`config.mk`:
```
export PLATFORM = sky130hd
export DESIGN_NAME = encapsulated_frame_parser_core_flat
export DESIGN_NICKNAME = d
export VERILOG_FILES = /design/src/hdl/efp_pkg.sv /design/src/hdl/efp_interfaces.sv /design/src/hdl/efp_in_stage.sv /design/src/hdl/efp_parser.sv /design/src/hdl/encapsulated_frame_parser_core.sv /design/src/flat_wrapper.sv
export SDC_FILE = /design/constraint.sdc
export NUM_CORES = 1
export LEC_CHECK = 0
export ABC_AREA = 1
export CORE_UTILIZATION = 60
export DETAILED_ROUTE_END_ITERATION = 12
export DONT_BUFFER_PORTS = 1
export GPL_TIMING_DRIVEN = 1
export PLACE_DENSITY = 0.87
export SYNTH_ARGS = -nofsm -noshare
export SYNTH_HDL_FRONTEND = slang
export SYNTH_SLANG_ARGS = --single-unit
```
`constraint.sdc`:
```
create_clock -name clk -period 4 [get_ports clk]
set_input_delay 0.6 -clock clk [delete_from_list [all_inputs] [get_ports clk]]
set_output_delay 0.6 -clock clk [all_outputs]
set_load 0.005 [all_outputs]
```
`src/hdl/efp_pkg.sv`:
```
package efp_pkg;

    localparam int unsigned BYTE_W        = 8;
    localparam int unsigned RELIABILITY_W = 3;
    localparam int unsigned PAYLOAD_LEN_W = 14;
    localparam int unsigned BIT_LEN_W     = 16;
    localparam int unsigned INDEX24_W     = 24;
    localparam int unsigned SPLIT_CNT_W   = 32;
    localparam int unsigned SPLIT_ID_W    = 16;

    // Largest frame payload in bytes: a 16-bit bit length rounded up.
    localparam logic [PAYLOAD_LEN_W-1:0] MAX_PAYLOAD_LEN = 14'd8192;

    typedef enum logic [1:0] {
        KIND_HEADER  = 2'd0,
        KIND_PAYLOAD = 2'd1,
        KIND_TRUNC   = 2'd2
    } kind_t;

    typedef struct packed {
        logic [BYTE_W-1:0] data_byte;
        logic              end_of_datagram;
    } word_t;

    typedef struct packed {
        kind_t                    result_kind;
        logic [RELIABILITY_W-1:0] reliability;
        logic                     split_flag;
        logic [PAYLOAD_LEN_W-1:0] payload_length;
        logic [INDEX24_W-1:0]     message_index;
        logic [INDEX24_W-1:0]     order_index;
        logic [BYTE_W-1:0]        order_channel;
        logic [SPLIT_CNT_W-1:0]   split_count;
        logic [SPLIT_ID_W-1:0]    split_id;
        logic [SPLIT_CNT_W-1:0]   split_index;
        logic [BYTE_W-1:0]        payload_byte;
        logic                     frame_end;
    } result_t;

endpackage

```
`src/hdl/efp_interfaces.sv`:
```
interface efp_byte_if;
    import efp_pkg::*;

    logic              valid;
    logic              ready;
    logic [BYTE_W-1:0] data_byte;
    logic              end_of_datagram;

    modport source (output valid, output data_byte, output end_of_datagram, input ready);
    modport sink   (input valid, input data_byte, input end_of_datagram, output ready);
endinterface

interface efp_result_if;
    import efp_pkg::*;

    logic                     valid;
    logic                     ready;
    logic [1:0]               result_kind;
    logic [RELIABILITY_W-1:0] reliability;
    logic                     split_flag;
    logic [PAYLOAD_LEN_W-1:0] payload_length;
    logic [INDEX24_W-1:0]     message_index;
    logic [INDEX24_W-1:0]     order_index;
    logic [BYTE_W-1:0]        order_channel;
    logic [SPLIT_CNT_W-1:0]   split_count;
    logic [SPLIT_ID_W-1:0]    split_id;
    logic [SPLIT_CNT_W-1:0]   split_index;
    logic [BYTE_W-1:0]        payload_byte;
    logic                     frame_end;

    modport source (
        output valid, output result_kind, output reliability, output split_flag,
        output payload_length, output message_index, output order_index,
        output order_channel, output split_count, output split_id, output split_index,
        output payload_byte, output frame_end, input ready
    );
    modport sink (
        input valid, input result_kind, input reliability, input split_flag,
        input payload_length, input message_index, input order_index,
        input order_channel, input split_count, input split_id, input split_index,
        input payload_byte, input frame_end, output ready
    );
endinterface

```
`src/hdl/efp_in_stage.sv`:
```
module efp_in_stage (
    input  logic           clk,
    input  logic           rst_n,
    efp_byte_if.sink       bytes,
    input  logic           take,
    output logic           word_valid,
    output efp_pkg::word_t word
);
    import efp_pkg::*;

    logic  valid_reg;
    word_t word_reg;

    // Refill in the same cycle the parser drains the held word.
    assign bytes.ready = !valid_reg || take;

    always_ff @(posedge clk or negedge rst_n)
    begin
        if (!rst_n)
        begin
            valid_reg <= 1'b0;
            word_reg  <= '0;
        end
        else if (bytes.valid && bytes.ready)
        begin
            valid_reg                <= 1'b1;
            word_reg.data_byte       <= bytes.data_byte;
            word_reg.end_of_datagram <= bytes.end_of_datagram;
        end
        else if (take)
        begin
            valid_reg <= 1'b0;
        end
    end

    assign word_valid = valid_reg;
    assign word       = word_reg;
endmodule

```
`src/hdl/efp_parser.sv`:
```
module efp_parser (
    input  logic           clk,
    input  logic           rst_n,
    input  logic           word_valid,
    input  efp_pkg::word_t word,
    output logic           take,
    efp_result_if.source   results
);
    import efp_pkg::*;

    typedef enum logic [3:0] {
        PH_FLAGS   = 4'd0,
        PH_LEN_HI  = 4'd1,
        PH_LEN_LO  = 4'd2,
        PH_MSG     = 4'd3,
        PH_ORD     = 4'd4,
        PH_CHAN    = 4'd5,
        PH_SCNT    = 4'd6,
        PH_SID     = 4'd7,
        PH_SIDX    = 4'd8,
        PH_DONE    = 4'd9,
        PH_PAYLOAD = 4'd10
    } phase_t;

    localparam logic [RELIABILITY_W-1:0] REL_UNRELIABLE_SEQ = 3'd1;
    localparam logic [RELIABILITY_W-1:0] REL_RELIABLE       = 3'd2;
    localparam logic [RELIABILITY_W-1:0] REL_RELIABLE_ORD   = 3'd3;
    localparam logic [RELIABILITY_W-1:0] REL_RELIABLE_SEQ   = 3'd4;
    localparam logic [RELIABILITY_W-1:0] REL_RELIABLE_ACK   = 3'd6;
    localparam logic [RELIABILITY_W-1:0] REL_RELIABLE_O_ACK = 3'd7;

    function automatic logic has_msg_index(logic [RELIABILITY_W-1:0] rel);
        return rel == REL_RELIABLE || rel == REL_RELIABLE_ORD || rel == REL_RELIABLE_SEQ
            || rel == REL_RELIABLE_ACK || rel == REL_RELIABLE_O_ACK;
    endfunction

    function automatic logic has_order(logic [RELIABILITY_W-1:0] rel);
        return rel == REL_UNRELIABLE_SEQ || rel == REL_RELIABLE_ORD
            || rel == REL_RELIABLE_SEQ || rel == REL_RELIABLE_O_ACK;
    endfunction

    // Next header field that is present after ph, or PH_DONE.
    function automatic phase_t after_field(phase_t ph, logic [RELIABILITY_W-1:0] rel,
                                           logic spl);
        phase_t nxt;
        priority if (ph == PH_LEN_LO && has_msg_index(rel))
            nxt = PH_MSG;
        else if ((ph == PH_LEN_LO || ph == PH_MSG) && has_order(rel))
            nxt = PH_ORD;
        else if (ph == PH_ORD)
            nxt = PH_CHAN;
        else if ((ph == PH_LEN_LO || ph == PH_MSG || ph == PH_CHAN) && spl)
            nxt = PH_SCNT;
        else if (ph == PH_SCNT)
            nxt = PH_SID;
        else if (ph == PH_SID)
            nxt = PH_SIDX;
        else
            nxt = PH_DONE;
        return nxt;
    endfunction

    phase_t                   phase_reg, phase_next;
    logic [1:0]               fc_reg, fc_next;
    logic [RELIABILITY_W-1:0] rel_reg, rel_next;
    logic                     split_reg, split_next;
    logic [BIT_LEN_W-1:0]     bitlen_reg, bitlen_next;
    logic [PAYLOAD_LEN_W-1:0] remain_reg, remain_next;
    logic [INDEX24_W-1:0]     msg_reg, msg_next;
    logic [INDEX24_W-1:0]     ord_reg, ord_next;
    logic [BYTE_W-1:0]        chan_reg, chan_next;
    logic [SPLIT_CNT_W-1:0]   scnt_reg, scnt_next;
    logic [SPLIT_ID_W-1:0]    sid_reg, sid_next;
    logic [SPLIT_CNT_W-1:0]   sidx_reg, sidx_next;
    logic                     out_valid_reg, out_valid_next;
    result_t                  res_reg, res_next;

    logic                     emit;
    logic [BYTE_W-1:0]        b;
    logic [BIT_LEN_W:0]       len_sum;
    logic [PAYLOAD_LEN_W-1:0] len;

    assign b    = word.data_byte;
    assign take = word_valid && (!out_valid_reg || results.ready);

    assign len_sum = {1'b0, bitlen_next} + 17'd7;
    assign len     = len_sum[BIT_LEN_W:3];

    always_comb
    begin
        phase_next  = phase_reg;
        fc_next     = fc_reg;
        rel_next    = rel_reg;
        split_next  = split_reg;
        bitlen_next = bitlen_reg;
        remain_next = remain_reg;
        msg_next    = msg_reg;
        ord_next    = ord_reg;
        chan_next   = chan_reg;
        scnt_next   = scnt_reg;
        sid_next    = sid_reg;
        sidx_next   = sidx_reg;
        res_next    = '0;
        emit        = 1'b0;

        unique case (phase_reg)
            PH_LEN_HI:
            begin
                bitlen_next = {b, 8'h00};
                phase_next  = PH_LEN_LO;
            end
            PH_LEN_LO:
            begin
                bitlen_next = {bitlen_reg[15:8], b};
                phase_next  = after_field(PH_LEN_LO, rel_reg, split_reg);
            end
            PH_MSG:
            begin
                // little-endian: byte fc lands at bit 8*fc
                msg_next = msg_reg | (24'(b) << {fc_reg, 3'b000});
                fc_next  = fc_reg + 2'd1;
                if (fc_reg == 2'd2)
                begin
                    fc_next    = 2'd0;
                    phase_next = after_field(PH_MSG, rel_reg, split_reg);
                end
            end
            PH_ORD:
            begin
                ord_next = ord_reg | (24'(b) << {fc_reg, 3'b000});
                fc_next  = fc_reg + 2'd1;
                if (fc_reg == 2'd2)
                begin
                    fc_next    = 2'd0;
                    phase_next = after_field(PH_ORD, rel_reg, split_reg);
                end
            end
            PH_CHAN:
            begin
                chan_next  = b;
                phase_next = after_field(PH_CHAN, rel_reg, split_reg);
            end
            PH_SCNT:
            begin
                scnt_next = {scnt_reg[23:0], b};
                fc_next   = fc_reg + 2'd1;
                if (fc_reg == 2'd3)
                begin
                    fc_next    = 2'd0;
                    phase_next = after_field(PH_SCNT, rel_reg, split_reg);
                end
            end
            PH_SID:
            begin
                sid_next = {sid_reg[7:0], b};
                fc_next  = fc_reg + 2'd1;
                if (fc_reg == 2'd1)
                begin
                    fc_next    = 2'd0;
                    phase_next = after_field(PH_SID, rel_reg, split_reg);
                end
            end
            PH_SIDX:
            begin
                sidx_next = {sidx_reg[23:0], b};
                fc_next   = fc_reg + 2'd1;
                if (fc_reg == 2'd3)
                begin
                    fc_next    = 2'd0;
                    phase_next = after_field(PH_SIDX, rel_reg, split_reg);
                end
            end
            PH_PAYLOAD:
            begin
                remain_next          = remain_reg - 14'd1;
                res_next.result_kind = KIND_PAYLOAD;
                res_next.payload_byte = b;
                emit                 = 1'b1;
                if (remain_next == '0)
                begin
                    res_next.frame_end = 1'b1;
                    phase_next         = PH_FLAGS;
                end
            end
            default:
            begin
                // flags byte; unused phase codes behave the same
                rel_next    = b[7:5];
                split_next  = b[4];
                bitlen_next = '0;
                msg_next    = '0;
                ord_next    = '0;
                chan_next   = '0;
                scnt_next   = '0;
                sid_next    = '0;
                sidx_next   = '0;
                fc_next     = 2'd0;
                phase_next  = PH_LEN_HI;
            end
        endcase

        if (phase_next == PH_DONE)
        begin
            remain_next             = len;
            res_next.result_kind    = KIND_HEADER;
            res_next.reliability    = rel_next;
            res_next.split_flag     = split_next;
            res_next.payload_length = len;
            res_next.message_index  = msg_next;
            res_next.order_index    = ord_next;
            res_next.order_channel  = chan_next;
            res_next.split_count    = scnt_next;
            res_next.split_id       = sid_next;
            res_next.split_index    = sidx_next;
            res_next.frame_end      = (len == '0);
            phase_next              = (len == '0) ? PH_FLAGS : PH_PAYLOAD;
            emit                    = 1'b1;
        end

        // datagram ended with a frame still open
        if (word.end_of_datagram && phase_next != PH_FLAGS)
        begin
            res_next             = '0;
            res_next.result_kind = KIND_TRUNC;
            phase_next           = PH_FLAGS;
            fc_next              = 2'd0;
            remain_next          = '0;
            emit                 = 1'b1;
        end

        if (take && emit)
            out_valid_next = 1'b1;
        else if (results.ready)
            out_valid_next = 1'b0;
        else
            out_valid_next = out_valid_reg;
    end

    always_ff @(posedge clk or negedge rst_n)
    begin
        if (!rst_n)
        begin
            phase_reg     <= PH_FLAGS;
            fc_reg        <= 2'd0;
            rel_reg       <= '0;
            split_reg     <= 1'b0;
            bitlen_reg    <= '0;
            remain_reg    <= '0;
            msg_reg       <= '0;
            ord_reg       <= '0;
            chan_reg      <= '0;
            scnt_reg      <= '0;
            sid_reg       <= '0;
            sidx_reg      <= '0;
            out_valid_reg <= 1'b0;
            res_reg       <= '0;
        end
        else
        begin
            out_valid_reg <= out_valid_next;
            if (take)
            begin
                phase_reg  <= phase_next;
                fc_reg     <= fc_next;
                rel_reg    <= rel_next;
                split_reg  <= split_next;
                bitlen_reg <= bitlen_next;
                remain_reg <= remain_next;
                msg_reg    <= msg_next;
                ord_reg    <= ord_next;
                chan_reg   <= chan_next;
                scnt_reg   <= scnt_next;
                sid_reg    <= sid_next;
                sidx_reg   <= sidx_next;
                if (emit)
                    res_reg <= res_next;
            end
        end
    end

    assign results.valid          = out_valid_reg;
    assign results.result_kind    = res_reg.result_kind;
    assign results.reliability    = res_reg.reliability;
    assign results.split_flag     = res_reg.split_flag;
    assign results.payload_length = res_reg.payload_length;
    assign results.message_index  = res_reg.message_index;
    assign results.order_index    = res_reg.order_index;
    assign results.order_channel  = res_reg.order_channel;
    assign results.split_count    = res_reg.split_count;
    assign results.split_id       = res_reg.split_id;
    assign results.split_index    = res_reg.split_index;
    assign results.payload_byte   = res_reg.payload_byte;
    assign results.frame_end      = res_reg.frame_end;
endmodule

```
`src/hdl/encapsulated_frame_parser_core.sv`:
```
// Path: a word that yields a result passes the input register, then the
//   parse logic into the result register.
// Throughput: one input word per cycle while the result side keeps up; the
//   parse state advances once per word, the result register on each result.
// Reset: rst_n is asynchronous, active low; clears both stages and returns
//   the parser to expecting a flags byte.
module encapsulated_frame_parser_core (
    input  logic         clk,
    input  logic         rst_n,
    efp_byte_if.sink     bytes,
    efp_result_if.source results
);
    import efp_pkg::*;

    logic  word_valid;
    word_t word;
    logic  take;

    efp_in_stage u_in_stage (
        .clk        (clk),
        .rst_n      (rst_n),
        .bytes      (bytes),
        .take       (take),
        .word_valid (word_valid),
        .word       (word)
    );

    efp_parser u_parser (
        .clk        (clk),
        .rst_n      (rst_n),
        .word_valid (word_valid),
        .word       (word),
        .take       (take),
        .results    (results)
    );
endmodule

```
`src/flat_wrapper.sv`:
```
// flat-port wrapper written by rule: the top's interface ports become plain ports
module encapsulated_frame_parser_core_flat import efp_pkg::*;
  (clk, rst_n, bytes_valid, bytes_data_byte, bytes_end_of_datagram, bytes_ready, results_valid, results_result_kind, results_reliability, results_split_flag, results_payload_length, results_message_index, results_order_index, results_order_channel, results_split_count, results_split_id, results_split_index, results_payload_byte, results_frame_end, results_ready);
  efp_byte_if bytes_i ();
  efp_result_if results_i ();
  input  logic clk;
  input  logic rst_n;
  input wire logic [$bits(bytes_i.valid)-1:0] bytes_valid;
  input wire logic [$bits(bytes_i.data_byte)-1:0] bytes_data_byte;
  input wire logic [$bits(bytes_i.end_of_datagram)-1:0] bytes_end_of_datagram;
  output wire logic [$bits(bytes_i.ready)-1:0] bytes_ready;
  output wire logic [$bits(results_i.valid)-1:0] results_valid;
  output wire logic [$bits(results_i.result_kind)-1:0] results_result_kind;
  output wire logic [$bits(results_i.reliability)-1:0] results_reliability;
  output wire logic [$bits(results_i.split_flag)-1:0] results_split_flag;
  output wire logic [$bits(results_i.payload_length)-1:0] results_payload_length;
  output wire logic [$bits(results_i.message_index)-1:0] results_message_index;
  output wire logic [$bits(results_i.order_index)-1:0] results_order_index;
  output wire logic [$bits(results_i.order_channel)-1:0] results_order_channel;
  output wire logic [$bits(results_i.split_count)-1:0] results_split_count;
  output wire logic [$bits(results_i.split_id)-1:0] results_split_id;
  output wire logic [$bits(results_i.split_index)-1:0] results_split_index;
  output wire logic [$bits(results_i.payload_byte)-1:0] results_payload_byte;
  output wire logic [$bits(results_i.frame_end)-1:0] results_frame_end;
  input wire logic [$bits(results_i.ready)-1:0] results_ready;
  assign bytes_i.valid = bytes_valid;
  assign bytes_i.data_byte = bytes_data_byte;
  assign bytes_i.end_of_datagram = bytes_end_of_datagram;
  assign bytes_ready = bytes_i.ready;
  assign results_valid = results_i.valid;
  assign results_result_kind = results_i.result_kind;
  assign results_reliability = results_i.reliability;
  assign results_split_flag = results_i.split_flag;
  assign results_payload_length = results_i.payload_length;
  assign results_message_index = results_i.message_index;
  assign results_order_index = results_i.order_index;
  assign results_order_channel = results_i.order_channel;
  assign results_split_count = results_i.split_count;
  assign results_split_id = results_i.split_id;
  assign results_split_index = results_i.split_index;
  assign results_payload_byte = results_i.payload_byte;
  assign results_frame_end = results_i.frame_end;
  assign results_i.ready = results_ready;
  encapsulated_frame_parser_core u_core (.clk(clk), .rst_n(rst_n), .bytes(bytes_i), .results(results_i));
endmodule
```
Word-level counts from Yosys, hierarchy flattened
Cells that the tools add are included.
{"block": "totals", "register_bits": 352, "input_bits": 13, "out_inout_bits": 167, "word_cells": 132}
{"block": "classes", "add_sub_neg": 3, "n_eq_ne": 20, "shifts": 1, "mux": 43, "n_bitwise": 2, "n_reduce_logical": 35}
{"operator": "$mux W165", "count": 1}
{"operator": "$mux W156", "count": 1}
{"operator": "$pmux W32 S2", "count": 2}
{"operator": "$pmux W24 S2", "count": 2}
{"operator": "$mux W4", "count": 12}
{"operator": "$or A24 B24 Y24", "count": 2}
{"operator": "$pmux W16 S3", "count": 1}
{"operator": "$reduce_or A8 Y1", "count": 6}
{"operator": "$mux W14", "count": 3}
{"operator": "$pmux W4 S9", "count": 1}
{"operator": "$pmux W16 S2", "count": 1}
{"operator": "$logic_not A14 Y1", "count": 2}
{"operator": "$shl A8 B5 Y24", "count": 1}
{"operator": "$add A16 B3 Y17 const B", "count": 1}
{"operator": "$eq A4 B3 Y1 const B", "count": 4}
{"operator": "$pmux W8 S2", "count": 1}
{"operator": "$sub A14 B1 Y14 const B", "count": 1}
{"operator": "$eq A4 B4 Y1 const B", "count": 3}
{"operator": "$mux W1", "count": 11}
{"operator": "$eq A3 B3 Y1 const B", "count": 3}
{"operator": "$logic_or A1 B1 Y1", "count": 9}
{"operator": "$mux W9", "count": 1}
{"operator": "$reduce_or A9 Y1", "count": 1}
{"operator": "$eq A4 B2 Y1 const B", "count": 2}
{"operator": "19 further kinds", "count": 32}

Logic depth before layout (Yosys ltp)
Gate-level depths: netlist of the first run.
{"block": "logic_depth", "ltp_word": 14, "depth_mapped": 27, "depth_no_buf": 24}

By module
A second synthesis of the first run with hierarchy kept.
{"block": "hier_totals", "cells_unflattened": 2163, "area_unflattened_um2": 16956.3}
{"mod": "efp_parser", "n_inst": 1, "cells_each": 2120, "area_each_um2": 16492.1, "seq_area_each_um2": 8558.2}
{"mod": "efp_in_stage", "n_inst": 1, "cells_each": 43, "area_each_um2": 464.2, "seq_area_each_um2": 250.2}

Least setup slack after synthesis of the first run
Ideal clock, no wire load.
{"block": "synth_timing", "kind": "reg2reg", "from": "register u_core.u_parser.fc_reg[0]", "to": "register u_core.u_parser.res_reg (netlist bit u_core.u_parser.results.payload_length[10])", "setup_time_ns": 0.117, "arrival_ns": 2.722, "t_required_ns": 3.883, "slack_ns": 1.161, "path_stages_with_launch": 18, "path_buffers": 4, "period_less_slack_ns": 2.839, "cell_sequence": "dfrtp_1 > clkbuf_1 > inv_1 > clkbuf_1 > ha_1 > o21ai_0 > a221oi_1 > nand4_1 > inv_2 > nand2_1 > nand2_2 > nand2_4 > nand2_4 > nand2_4 > buf_4 > buf_6 > nand2_1 > nand2_1"}
{"block": "synth_via", "elab_chain_cells": 9, "elab_cells_between_ends": 18, "cone_classes": "eq/ne: 4; mux: 11; reduce/logical: 3"}
{"element": "from (decl)", "line_no": "efp_parser.sv:64", "text": "logic [1:0] fc_reg, fc_next;"}
{"element": "from (signal assigned)", "line_no": "efp_parser.sv:264", "text": "fc_reg <= fc_next;"}
{"element": "$eq A2 B2 Y1 (tied with other cells)", "line_no": "efp_parser.sv:147, efp_parser.sv:167"}
{"element": "$mux W4, on equally long branches"}
{"element": "$pmux W4 S9 *", "line_no": "efp_parser.sv:106", "text": "unique case (phase_reg)"}
{"element": "$eq A4 B4 Y1", "line_no": "efp_parser.sv:202", "text": "if (phase_next == PH_DONE)"}
{"element": "$mux W4", "line_no": "efp_parser.sv:202"}
{"element": "$reduce_bool A4 Y1", "line_no": "efp_parser.sv:221", "text": "if (word.end_of_datagram && phase_next != PH_FLAGS)"}
{"element": "$logic_and A1 B1 Y1", "line_no": "efp_parser.sv:221"}
{"element": "$mux W1", "line_no": "efp_parser.sv:221"}
{"element": "$reduce_and A2 Y1 (no source line)"}
{"element": "to (signal assigned)", "line_no": "efp_parser.sv:276", "text": "res_reg <= res_next;"}
{"element": "to (decl)", "line_no": "efp_parser.sv:76", "text": "result_t res_reg, res_next;"}
Mark *: on every way between the ends. The rest lies on a longest branch, timed or not.
A chain may end at the register's enable or synchronous reset.

Final worst setup path of the first run
{"block": "layout_timing", "from": "register u_core.u_parser.phase_reg[0]", "to": "register u_core.u_parser.res_reg (netlist bit u_core.u_parser.results.message_index[2])"}
{"block": "layout_via", "elab_chain_cells": 11, "elab_cells_between_ends": 33, "cone_classes": "add/sub: 1; eq/ne: 10; mux: 16; reduce/logical: 6"}
{"element": "from (decl)", "line_no": "efp_parser.sv:63", "text": "phase_t phase_reg, phase_next;"}
{"element": "from (signal assigned)", "line_no": "efp_parser.sv:263", "text": "phase_reg <= phase_next;"}
{"element": "$eq A4 B4 Y1 (tied with other cells)", "line_no": "efp_parser.sv:106"}
{"element": "$reduce_or A7 Y1 (no source line)"}
{"element": "$pmux W16 S3", "line_no": "efp_parser.sv:106"}
{"element": "$add A16 B3 Y17", "line_no": "efp_parser.sv:86", "text": "assign len_sum = {1'b0, bitlen_next} + 17'd7;"}
{"element": "$logic_not A14 Y1", "line_no": "efp_parser.sv:216", "text": "phase_next = (len == '0) ? PH_FLAGS : PH_PAYLOAD;"}
{"element": "$mux W4", "line_no": "efp_parser.sv:216"}
{"element": "$mux W4", "line_no": "efp_parser.sv:202"}
{"element": "$reduce_bool A4 Y1", "line_no": "efp_parser.sv:221"}
{"element": "$logic_and A1 B1 Y1", "line_no": "efp_parser.sv:221"}
{"element": "$mux W1", "line_no": "efp_parser.sv:221"}
{"element": "$reduce_and A2 Y1 (no source line)"}
Several ways; a longest one is shown, not always the timed one.

==> metrics.txt, run 1 <==
run status=complete, but fails checks; violated checks=hold timing; grt total ovfl=0; simple-gate area share of the yosys netlist=between 20% and 30%; # rows=60; mux cell area share after synthesis=0%; Hold Crit Class=input port to asynchronous set/reset pin; post-synthesis adder-cell area fraction=less than 1%; Main synth FF type=dfrtp_1; final RePlAce weighted congestion=roughly 0.92; initial cell density of the core=61.78%; drt pass-1 iters=7; CTS clk-pin slew, worst paths=~60 ps; dpl hpwl=around 28,000 um; ys async rst share=100.0%; Synth-to-Final Area Change=9.226%; top cells by area, synth=dfrtp_1, nand2_1, o21ai_0, nand3_1, inv_1; maximum capacitance violations=0; worst hold slack=-212.3 ps; Detail Route Antenna Nets=0; Leak Pwr=8.906 nW; main combinational cell family by area after synthesis=simple AND/OR/NAND/NOR gates; CTS Buffer Depth=3; data arrival time of the worst path=around 4200 ps; Worst Setup End Kind=register; commonest cells after routing, fill and taps aside=nand2_1, dfrtp_1, inv_1; most common cell after layout, fill and taps aside=nand2_1; Synth cell types=39; Slew headroom=between 20% and 30%; root buffer cell=clkbuf_16; WP data required=about 4500 ps; post-synthesis sequential area ratio=52.47%; fraction of layout cells with a size suffix above 1=6.400%; final worst clock skew=roughly 31 ps; Slew Limit Fails=0; Worst Path Class, Setup=register to register; Diodes inserted=0; Clock Latency Late Sink=between 500 and 600 ps; Max Fclk=270.7 MHz; Die H=about 170 um; DRC=0; initial drt markers=1,666; Post-Synthesis Cell Area=roughly 17,000 um2; CTS Sinks=352; CP max FO=22; net count after synthesis=~2,200; Overall Global Routing Usage=roughly 30%; Peak supply drop=0.3646 mV; Die W=around 170 um; fin crit period=between 3000 and 4000 ps; post-synthesis xor/xnor area fraction=less than 1%; antenna violations before repair=0; Ys Warns=0; FF-to-FF path depth=22; nets@finish=~2,100; CORE AREA=approximately 27,000 um2; Num CTS Buffers=37; unrepaired setup endpoints after global routing=false; H-tree depth=2; compound-cell area share of the yosys netlist=between 10% and 20%; wire length per cell=between 15 and 20 um; Fillers=~2,200; Syn Area/Cell=~8 um2; number of synthesized flops with an enable pin=0; largest net degree at the start of global routing=353; CTS tree=built; IO buf count=0; Yosys top cell by area=dfrtp_1; worst-margin pin slew=1184 ps; setup TNS=0 ps; total number of vias=approximately 14,000; wirelength, routed=between 40,000 and 50,000 um; #FFs+latches synth=352; first-pass GRT wire length=between 70,000 and 80,000 um; CP startpoint kind=register; Syn Inst Count=~2,100; Top Ports=between 150 and 200; Die ar.=28,650 um2; Via density=5.736; final hold vios=211; vias in the first global route=about 14,000; Tcrit/Tclk final=between 90 and 100%; final setup fails=0; share of the synthesized area in the top cell type=a little over half; Power Dens Cells=555.9 nW/um2
## Yosys cell counts (2+ instances only)
| cell | count |
|---|---|
| o21a_1 | 6 |
| nor2_4 | 3 |
| a21oi_2 | 2 |
| ha_1 | 7 |
| nand2_1 | 691 |
| inv_1 | 190 |
| nor3_1 | 35 |
| buf_2 | 9 |
| buf_4 | 3 |
| clkbuf_1 | 90 |
| dfrtp_1 | 352 |
| xnor2_1 | 3 |
| inv_2 | 7 |
| o21ai_0 | 165 |
| clkinv_1 | 7 |
| buf_6 | 13 |
| o22ai_1 | 89 |
| nand2_2 | 4 |
| buf_1 | 12 |
| a21oi_1 | 78 |
| nand4_1 | 19 |
| o21bai_1 | 5 |
| nor2_1 | 176 |
| xor2_1 | 9 |
| nand2_4 | 5 |
| nand3_2 | 2 |
| nor2_2 | 2 |
| a211oi_1 | 3 |
| nand3_1 | 147 |
## critical path, cell delays in order, from the launching register on
cell and delay [ps]:
dfrtp_1 440, inv_2 170, nand2_4 100, nor2_4 210, nor2_4 70, nand2_4 190
nand2_1 70, nand2_1 110, inv_1 70, nand3_2 150, nand2_1 170, nor2_2 190
nand2_1 110, nand2_1 190, inv_1 60, nor2_1 110, nand3_1 70, nor2_1 270
o21ai_4 90, inv_4 260, buf_4 300, nand2_1 120, nand2_1 80
## path summary, 6_finish.rpt
kind                                         startpoint                                  endpoint  slack [ps]
max reg2reg                u_core.u_parser.phase_reg[0]  u_core.u_parser.results.message_index[2]         310
min                                               rst_n                 u_core.u_in_stage.word[5]        -210
min in group clk                     bytes_data_byte[4]                 u_core.u_in_stage.word[5]         230
min reg2reg                 u_core.u_parser.ord_reg[18]               u_core.u_parser.ord_reg[18]         480
max                        u_core.u_parser.phase_reg[0]  u_core.u_parser.results.message_index[2]         310
max in group asynchronous                         rst_n             u_core.u_parser.remain_reg[5]        3230
## cell type report
cell class	instances	area (um2)	share of cell area, %
flip-flops and latches	352	8808	48.03
multi-input cells	1463	6661	36.33
clock buffers	47	1035	5.643
inverters	204	775.7	4.230
well taps	372	465.4	2.538
repair buffers	44	432.9	2.361
clock inverters	15	158.9	0.8665
## power by group
group	switching (mW)	internal, mW
Clock	1.41	1.96
Combinational	2.15	0.794
Sequential	0.160	3.72
Total	3.71	6.48
## metal layers
layer / up-vias / GRT usage, % / share of wire (%)
met5: - / 0 / 0
met4: 0 / 10.93 / 3.3
met3: 92 / 5.620 / 7.6
met2: 583 / 48.42 / 47
met1: 6870 / 42.03 / 42
li1: 6778 / - / -
## repair_timing
action,CTS,global route
endpoints found under the setup margin,0,162
setup buffers,0,4
endpoints found under the hold margin,352,352
gates resized for setup,0,4
## kinds of logic after synthesis
family	Yosys count
simple gates	1087
compound gates	355
flops	352
buf+inv	331
xor+xnor	12
fa+ha+maj	7
## through the flow
stage	worst slack [ps]	util, %	cells	total power [mW]	cell area (um2)
floorplan	1161	-	2144	6.052	16790
global placement	246.4	62.79	2429	6.727	17060
detailed placement	210.5	62.79	2429	6.771	17060
CTS	190.0	67.18	2491	10.14	18260
global route	9.232	67.48	2497	10.67	18340
finish	305.2	67.48	2497	10.19	18340
No activity file was read; power rests on OpenSTA's default activity.
==> run 2, diff against run 1 <==
Settings changed: CORE_UTILIZATION 60 to 45, PLACE_DENSITY 0.87 to 0.71.
==> metrics.txt, run 2 (synthesized netlist as in run 1, its figures left out) <==
run status=complete, but fails checks; violated checks=hold timing, slew limit; first-pass GRT wire length=73,310 um (+4.7%); Die W=195.2 um (+15%); Detail Route Antenna Nets=0 (unchanged); unrepaired setup endpoints after global routing=false; Slew Limit Fails=72 (+72); Slew headroom=-1.123% (-22 points); Die H=195.2 um (+15%); H-tree depth=2 (unchanged); Multi-input gate area=6650 um2 (-0.17%); # rows=70 (+17%); Worst R2R Start=u_core.u_parser.phase_reg[0]; CP max FO=45 (+100%); Via density=5.406 (-5.8%); maximum capacitance violations=0 (unchanged); wire length per cell=17.48 um (about the same); initial drt markers=1,347 (-19%); Die ar.=38,080 um2 (+33%); most common cell after layout, fill and taps aside=nand2_1; grt total ovfl=0 (unchanged); Placed Area=17,140 um2 (+0.43%); placed cell count=2,517 (+3.6%); Final Worst Setup Slack=365.7 ps (+60.50 ps); Worst Path Class, Setup=register to register; fin crit period=3634 ps (-60.49 ps); CORE AREA=36,700 um2 (+35%); post-route insts no fill=2,597 (+4.0%); Power Dens Cells=583.1 nW/um2 (+4.9%); final worst clock skew=34.50 ps (+3.164 ps); Worst Setup End Kind=register; initial cell density of the core=45.75% (-16 points); setup TNS=0 ps (unchanged); Num CTS Buffers=40 (+8.1%); WP data required=4490 ps (+30 ps); CTS Buffer Depth=3 (unchanged); Overall Global Routing Usage=23.94% (-6.5 points); data arrival time of the worst path=4120 ps (-40 ps); Diodes inserted=0 (unchanged); commonest cells after routing, fill and taps aside=nand2_1, dfrtp_1, inv_1; Clock Latency Late Sink=550 ps (+20 ps); Place WS=213.5 ps (+3.043 ps); CTS tree=built; Hold Crit Class=input port to asynchronous set/reset pin; worst-margin pin slew=1517 ps (+332.4 ps); Synth-to-Final Area Change=11.44%; Tcrit/Tclk final=90.86% (-1.5 points); cell area after layout=18,710 um2 (+2.0%); CP startpoint=u_core.u_parser.phase_reg[0]; root buffer cell=clkbuf_16; total number of vias=14,040 (-2.0%); dpl hpwl=29,500 um (+5.9%); drt pass-1 iters=7 (unchanged); CTS Sinks=352 (unchanged); final RePlAce weighted congestion=0.9319 (+1.4%); nets@finish=2,118 (-0.19%); Fillers=3,445 (+55%); CP startpoint kind=register; vias in the first global route=13,613 (+0.70%); Tot Pwr=10.91 mW (+7.0%); IO buf count=0 (unchanged); Reg area=8808 um2 (unchanged); Top Ports=180 (unchanged); antenna violations before repair=0 (unchanged); final design utilization=50.98% (-16 points); largest net degree at the start of global routing=353 (unchanged); CTS clk-pin slew, worst paths=60 ps (about the same); final setup fails=0 (unchanged); Peak supply drop=0.2897 mV (-21%); Leak Pwr=9.038 nW (+1.5%); final hold vios=142 (-33%); fraction of layout cells with a size suffix above 1=6.576% (+0.18 points); wirelength, routed=45,400 um (+4.0%); worst hold slack=-214.0 ps (-1.725 ps); DRC=0 (unchanged); Max Fclk=275.2 MHz (+1.7%)
==> run 2: changes by cell type in the layout (fill, tap and decap cells not counted), sizes merged <==
cell / previous run / this run
buf: 44 / 38
clkbuf: 47 / 57
clkinv: 13 / 15
clkinvlp: 6 / 1
nand2: 702 / 701
inv: 198 / 197
bufinv: 2 / 7
==> run 2: layer usage <==
layer  share of wire (%)  track usage (%)
met1                  44            32.24
met2                  46            37.96
met3                 6.5            5.060
met4                 3.3            9.099
met5                   0                0
==> run 2: final timing paths <==
check | endpoint | slack, ps | depth (start not counted)
max | u_core.u_parser.results.order_index[10] | 370 | 24
min | u_core.u_parser.results.split_id[3] | -210 | 0
min in group clk | u_core.u_in_stage.word[6] | 230 | 2
max in group asynchronous | u_core.u_parser.remain_reg[3] | 3010 | 0
min reg2reg | u_core.u_parser.bitlen_reg[2] | 490 | 2
max reg2reg | u_core.u_parser.results.order_index[10] | 370 | 24
==> run 2: area by class of cell <==
| class | count | area share (%) |
|---|---|---|
| Clock inverter | 16 | 1.498 |
| Inverter | 204 | 4.140 |
| Tap cell | 468 | 3.130 |
| Clock buffer | 57 | 6.507 |
| Timing Repair Buffer | 38 | 2.100 |
| Sequential cell | 352 | 47.08 |
| Multi-Input combinational cell | 1462 | 35.54 |
==> run 2: repair_timing <==
item | in CTS | in global routing
resized for setup | 0 | 1
endpoints found under the setup margin | 0 | 135
hold endpoints to repair | 352 | 352
setup buffers | 0 | 6
==> run 2: critical path: stages (launching register included) <==
cell and delay (ps):
dfrtp_1 470, inv_2 180, nand2_4 90, nor2_4 150, nor2_4 60, nand2_4 190
nand2_1 80, nand2_1 120, inv_1 80, nand3_2 150, nand2_1 160, nor2_2 190
nand2_1 120, nand2_1 180, nand3_1 90, nor2_1 140, nand3_1 100, nand2_1 140
nand2_2 100, nand2_4 80, nand2_4 90, nand2_8 200, buf_16 230, nand2_1 80
nand2_1 60
==> run 2: report_power, final <==
group	leakage (nW)	total (mW)	internal [mW]	switching (mW)
combinational	3.43	2.92	0.779	2.14
clock	0.735	4.10	2.58	1.52
sequential	4.87	3.89	3.72	0.167
total	9.04	10.9	7.08	3.83
